$ cat src/sv/rsh_pkg.sv
// Package for the running statistics block with histogram.
// Holds operation codes, bin status codes and shared widths; no dependencies.
package rsh_pkg;
  localparam int unsigned DataW = 32;
  localparam int unsigned WideW = 64;
  localparam int unsigned IdxW  = 10;

  localparam logic FUNC_ADD   = 1'b0;
  localparam logic FUNC_CLEAR = 1'b1;

  localparam logic [1:0] BIN_NONE  = 2'd0;
  localparam logic [1:0] BIN_UPDT  = 2'd1;
  localparam logic [1:0] BIN_RANGE = 2'd2;

  localparam logic [1:0] CFG_SCALE  = 2'd0;
  localparam logic [1:0] CFG_BINW   = 2'd1;
  localparam logic [1:0] CFG_HALWAY = 2'd2;

  typedef struct packed {
    logic start;
    logic busy;
  } rsh_ctl_t;
endpackage

$ cat src/sv/rsh_divsqrt.sv
// Shared multi-cycle unit: restoring 64/32 unsigned divide, or 64-bit integer sqrt.
// Depends on rsh_pkg. One quotient bit or one root bit per cycle.
module rsh_divsqrt
  import rsh_pkg::*;
(
  input  logic             clk_i,
  input  logic             rst_ni,
  input  logic             start_i,
  input  logic             sqrt_i,
  input  logic [WideW-1:0] num_i,
  input  logic [DataW-1:0] den_i,
  output logic             done_o,
  output logic [WideW-1:0] res_o
);
  logic [WideW-1:0] num_q, num_d, res_q, res_d, bit_q, bit_d;
  logic [WideW:0]   rem_q, rem_d, trial;
  logic [6:0]       cnt_q, cnt_d;
  logic             busy_q, busy_d, sq_q, sq_d, done_d, done_q;

  always_comb begin
    num_d  = num_q;
    res_d  = res_q;
    bit_d  = bit_q;
    rem_d  = rem_q;
    cnt_d  = cnt_q;
    busy_d = busy_q;
    sq_d   = sq_q;
    done_d = 1'b0;
    trial  = '0;
    if (start_i) begin
      busy_d = 1'b1;
      sq_d   = sqrt_i;
      num_d  = num_i;
      rem_d  = '0;
      res_d  = '0;
      bit_d  = 64'h4000_0000_0000_0000;
      cnt_d  = sqrt_i ? 7'd32 : 7'd64;
    end else if (busy_q) begin
      if (sq_q) begin
        // num_q holds the shrinking radicand
        trial = {1'b0, res_q} + {1'b0, bit_q};
        if ({1'b0, num_q} >= trial) begin
          num_d = num_q - trial[WideW-1:0];
          res_d = (res_q >> 1) + bit_q;
        end else begin
          res_d = res_q >> 1;
        end
        bit_d = bit_q >> 2;
      end else begin
        trial = {rem_q[WideW-1:0], num_q[WideW-1]};
        num_d = {num_q[WideW-2:0], 1'b0};
        if (trial >= {33'd0, den_i}) begin
          rem_d = trial - {33'd0, den_i};
          res_d = {res_q[WideW-2:0], 1'b1};
        end else begin
          rem_d = trial;
          res_d = {res_q[WideW-2:0], 1'b0};
        end
      end
      cnt_d = cnt_q - 7'd1;
      if (cnt_q == 7'd1) begin
        busy_d = 1'b0;
        done_d = 1'b1;
      end
    end
  end

  always_ff @(posedge clk_i or negedge rst_ni) begin
    if (!rst_ni) begin
      busy_q <= 1'b0;
      done_q <= 1'b0;
      cnt_q  <= '0;
      sq_q   <= 1'b0;
    end else begin
      busy_q <= busy_d;
      done_q <= done_d;
      cnt_q  <= cnt_d;
      sq_q   <= sq_d;
    end
  end

  always_ff @(posedge clk_i) begin
    num_q <= num_d;
    res_q <= res_d;
    bit_q <= bit_d;
    rem_q <= rem_d;
  end

  assign done_o = done_q;
  assign res_o  = res_q;
endmodule

$ cat config.mk
export PLATFORM = sky130hd
export DESIGN_NAME = rsh_divsqrt
export DESIGN_NICKNAME = d
export VERILOG_FILES = /design/src/sv/rsh_pkg.sv /design/src/sv/rsh_divsqrt.sv
export SDC_FILE = /design/constraint.sdc
export NUM_CORES = 1
export LEC_CHECK = 0
export BUFFER_PORTS_ARGS = -buffer_cell sky130_fd_sc_hd__buf_2
export CAP_MARGIN = 0
export CORE_ASPECT_RATIO = 0.9
export CORE_MARGIN = 10
export CORE_UTILIZATION = 52
export CTS_CLUSTER_SIZE = 30
export DETAILED_ROUTE_END_ITERATION = 16
export GPL_ROUTABILITY_DRIVEN = 1
export GPL_TIMING_DRIVEN = 0
export PLACE_DENSITY = 0.71
export SLEW_MARGIN = 0
export SYNTH_ARGS = -nofsm -noshare
export SYNTH_HDL_FRONTEND = slang
export SYNTH_SLANG_ARGS = --single-unit
$ cat constraint.sdc
create_clock -name clk_i -period 7.63 [get_ports clk_i]
set_input_delay 1.1445 -clock clk_i [delete_from_list [all_inputs] [get_ports clk_i]]
set_output_delay 1.1445 -clock clk_i [all_outputs]
set_load 0.005 [all_outputs]
==> results.txt <==
* Portion of total power attributed to the clock network: 0.188
* Number of antenna violations at the first check in global routing: 4
- The cell sitting at the root of the clock tree is a clkbuf_16.
- Most instantiated flip-flop cell in the synthesis netlist: dfxtp_1
* Horizontal die dimension: approximately 230 µm
- Timing would allow up to approximately 0.13 GHz.
* R2r startpoint: res_o[4]$_SDFFE_PP0P_
- Number of buffers created by CTS: 29
- In this run the static leakage power is about 0.0095 µW.
- Of the cells placed in the final design, the portion with a size suffix greater than 1 is 0.104.
* Clk pin slew, worst setup/hold paths: around 0.07 ns
- In this run the cell area of the synthesized design comes to between 20000 and 25000 µm².
- At the worst endpoint, the required time is between 7 and 8 ns.
- The min-delay analysis places its worst path in the category input pin to asynchronous set/reset pin.
* Area delta synth->final: 12.6%
- Counting distinct cell types in the post-synthesis netlist gives slightly above 100.
- Die height: between 200 and 250 µm
- Initial core utilization: 0.527
- Mean cell area of the mapped netlist: around 7.6 µm²
- The biggest area contributor in the post-synthesis netlist is dfxtp_1.
- Synth top area cells: dfxtp_1 (15%), ha_1 (9.6%), edfxtp_1 (9.0%), nand2_1 (6.3%), xnor2_1 (5.5%)
- After the first detailed-routing iteration, the DRC count stood at between 3000 and 4000.
- The finished layout holds 3578 standard cells, fillers aside.
* Grt total ovfl: 0
- Core area: a little over 40000 µm²
- Sink Count: roughly 230
- STA classifies the critical path endpoint as a flop.
* Transition time of the tightest slew-check pin: 1.48 ns
- Number of buffers between clock root and the deepest sink: 3
* Antenna Nets Post-Route: 0
- Number of hold buffers added after CTS: 0
- After detailed routing, the number of remaining DRC violations is 0.
- Buffers placed on the I/O ports in this run total ~160.
- The clock reaches the later pin of the worst-skew pair after approximately 0.60 ns.
- Setup violations remaining at the end of the flow were counted as 0.
- Die outline area: around 50000 µm²
- Number of instances in the synthesized netlist: approximately 2800
- Worst setup skew after layout: ~0.027 ns
* Cell count after placement: ~3500
* Cell Pwr Density: around 340 nW/µm²
* GRT Resource Usage Total: 0.337
- The congestion estimate from routability-driven global placement came to slightly below 1.
* Internal power summed over all cells: 4260 µW
- Via/cell ratio: roughly 6.6
- Nets: between 3000 and 4000
- I/O pin cnt: approximately 170
* Outcome: complete, no violations
* Global-route wire length before repair: approximately 130000 µm
- After detailed routing, the average wire length per cell comes to 24.7 µm.
* Number of synthesized register bits: 234
- Data on the critical path arrives at its endpoint at around 7.7 ns.
- Switching part of the total: 0.477
* Pre-Repair DR Iteration Count: 6
- STA classifies the critical path startpoint as a flop.
- Worst-case reg-to-reg path depth: 25
* Setup Slack @ Placement: -0.783 ns
- Worst Path Class, Setup: flop to flop
- Across all register-to-register paths, the minimum setup slack is 0.19 ns.
* Slack of the critical path: 0.193 ns
- Number of maximum-capacitance constraint violations: 0
* R2R Path End: num_q[41]$_DFFE_PP_
- IR analysis of the VDD net gives a maximum drop of roughly 0.28 mV.
- Mapped Nets: 3074
- Yosys printed 0 warnings.
- Final-report max-slew violation count: 0
- Post-route fraction of the period consumed by the critical path: 0.975
* Routed wire length: slightly below 90000 µm
* Total half-perimeter wirelength after legalization and detailed placement: around 67000 µm
- Worst Path Max Fanout: 10
- Headroom to the max-slew limit came out at 0.0131.
- The share of synthesized area in the top cell type comes to 0.149.
- TritonCTS built the clock tree.
- For the finished layout, the period the worst path requires is ~7.4 ns.
- Vias: around 24000
- The share of total power dissipated in sequential elements is 0.239.
- The via count of the first global-routing pass is 21700.
- Count of flip-flops with a built-in enable after synthesis: 64
- Setup repair after global routing missed its margin: no
- The final hold violation count came to 0.
- Counting flops with an async set or reset pin after synthesis yields a share of 0.0427.
* Std cell rows: 70
- CTS built an H-tree with a depth of 1.
- Entering global routing, the biggest net connects 33 pins.
* Proportion of power drawn by combinational gates: 0.573
* Portion of the post-synthesis area used by sequential elements: 0.251
* Net switching power: just under 4000 µW
-- cells by family (layout without fill, tap and decap cells) --
logic type / count (synthesis) / count (layout) / share of synthesized area
adder cells (fa/ha/maj): 166 / 166 / 0.0975
multiplexers: 48 / 48 / 0.0226
XOR/XNOR: 208 / 208 / 0.0849
buffers and inverters: 262 / 486 / 0.0478
flip-flops: 234 / 234 / 0.251
AND/OR/NAND/NOR: 934 / 937 / 0.208
AO/OA/AOI/OAI: 956 / 956 / 0.289
other: 0 / 3 / 0
-- per-layer routing --
metal,routed length [µm],share of wire,track usage
met1,38500,0.44,0.480
met2,36800,0.42,0.490
met3,10700,0.12,0.0889
met4,2410,0.027,0.0927
met5,0,0,0
-- placed cells by master (no fill, tap or decap), types with 30 or more instances in the layout --
cell / count
nor2_1: 180
mux2i_1: 45
clkbuf_16: 32
xor2_1: 74
buf_2: 183
ha_1: 164
nor4_1: 30
xnor2_1: 134
nand2_1: 360
o31ai_1: 31
nor3_1: 79
a22oi_1: 48
a21oi_1: 209
edfxtp_1: 64
nand3_1: 66
o21ai_1: 46
o21ai_0: 189
nand4_1: 42
dfxtp_1: 160
a31oi_1: 116
inv_1: 88
a21o_1: 70
clkbuf_1: 141
-- worst max-delay path, cell delays in order, from the launching register on --
cell       delay [ns]
dfxtp_1          0.42
ha_1             0.38
a21oi_1          0.13
o31a_1           0.41
nor3_1           0.29
o211ai_1         0.24
a2111oi_2        0.64
o41ai_2          0.19
o211ai_1         0.38
a31oi_1          0.22
o21bai_1         0.27
a31oi_1          0.14
xor2_1           0.18
ha_1             0.29
clkbuf_1         0.25
nand2_1          0.10
nor2_1           0.38
nand4_1          0.18
o31ai_2          0.44
a41o_1           0.17
a31oi_1          0.11
nor2_4           0.38
clkbuf_4         0.37
o21ai_4          0.18
nand2_2          0.17
buf_4            0.22
-- power groups by stage --
stage	clock network, µW	registers [µW]	logic (µW)
global route	1570	1980	5030
floorplan	0	1850	3260
detailed placement	0	1950	4410
finish	1530	1950	4660
global placement	0	1950	4340
CTS	1530	1930	4480
-- synth_stat cells, types with 6 or more instances --
master / n
nand4_1: 42
o31ai_1: 33
nand2_1: 361
a221oi_1: 8
and4_1: 6
buf_2: 21
nor4_1: 31
or4_1: 13
o21ai_0: 191
a211oi_1: 25
dfxtp_1: 160
a2bb2oi_1: 7
a31oi_1: 117
nor2b_1: 21
inv_1: 88
o211ai_1: 11
nor2_1: 180
edfxtp_1: 64
buf_1: 11
dfrtp_1: 10
ha_1: 164
o21bai_1: 28
clkbuf_1: 138
a21boi_0: 6
a31o_2: 22
nand3_1: 66
and2_1: 11
o21ai_1: 45
xor2_1: 74
nor3b_1: 15
nor3_1: 79
a21o_1: 70
and3_1: 29
a22oi_1: 48
xnor2_1: 134
or3_1: 25
o41ai_1: 15
mux2i_1: 45
or2_2: 6
a21oi_1: 209
a311oi_1: 15
o21a_1: 19
o31a_1: 12
o22ai_1: 15
nand2b_1: 19
-- sequential cells by signal, indices dropped and copies added, names as in the netlist --
signal / count
bit_q: 32
busy_q: 1
cnt_q: 7
done_o: 1
num_q: 64
rem_q: 64
res_o: 64
sq_q: 1
-- worst max-delay path by stage --
stage / from / endpoint / cells after the start
floorplan: res_o[10]$_SDFFE_PP0P_ / num_q[0]$_DFFE_PP_ / 24
global placement: bit_q[0]$_SDFFE_PP0P_ / num_q[54]$_DFFE_PP_ / 25
detailed placement: bit_q[0]$_SDFFE_PP0P_ / num_q[55]$_DFFE_PP_ / 25
CTS: bit_q[0]$_SDFFE_PP0P_ / num_q[12]$_DFFE_PP_ / 27
global route: res_o[0]$_SDFFE_PP0P_ / num_q[59]$_DFFE_PP_ / 29
finish: res_o[4]$_SDFFE_PP0P_ / num_q[41]$_DFFE_PP_ / 25
-- per-stage QoR --
stage,total power [µW],hold WS (ns),util,TNS (ns),area [µm²]
3_3_place_gp,6300,0.482,0.563,-134.05,22900
2_1_floorplan,5110,0.456,-,0,21500
3_5_place_dp,6360,0.485,0.564,-49.72,23000
5_1_grt,8580,0.417,0.593,0,24200
4_1_cts,7940,0.398,0.591,0,24100
6_report,8140,0.406,0.593,0,24200
-- timing repair --
| action | 4_1_cts | 5_1_grt |
|---|---|---|
| resized for setup | 7 | 8 |
| setup buffers | 4 | 3 |
| hold endpoints to repair | 0 | 0 |
| endpoints found under the setup margin | 64 | 121 |
| gates cloned | 2 | 1 |
| pin swaps | 0 | 3 |
-- area by class of cell --
| class | instances | area [µm²] |
|---|---|---|
| multi-input combinational | 2315 | 15200 |
| buffer | 173 | 696 |
| clock buffer | 38 | 843 |
| inverter | 89 | 334 |
| clock inverter | 16 | 173 |
| timing repair buffer | 170 | 906 |
| fill | 3852 | 16600 |
| sequential | 234 | 5380 |
| antenna | 3 | 7.51 |
| tap | 540 | 676 |
Power figures use the tool's default switching activity.
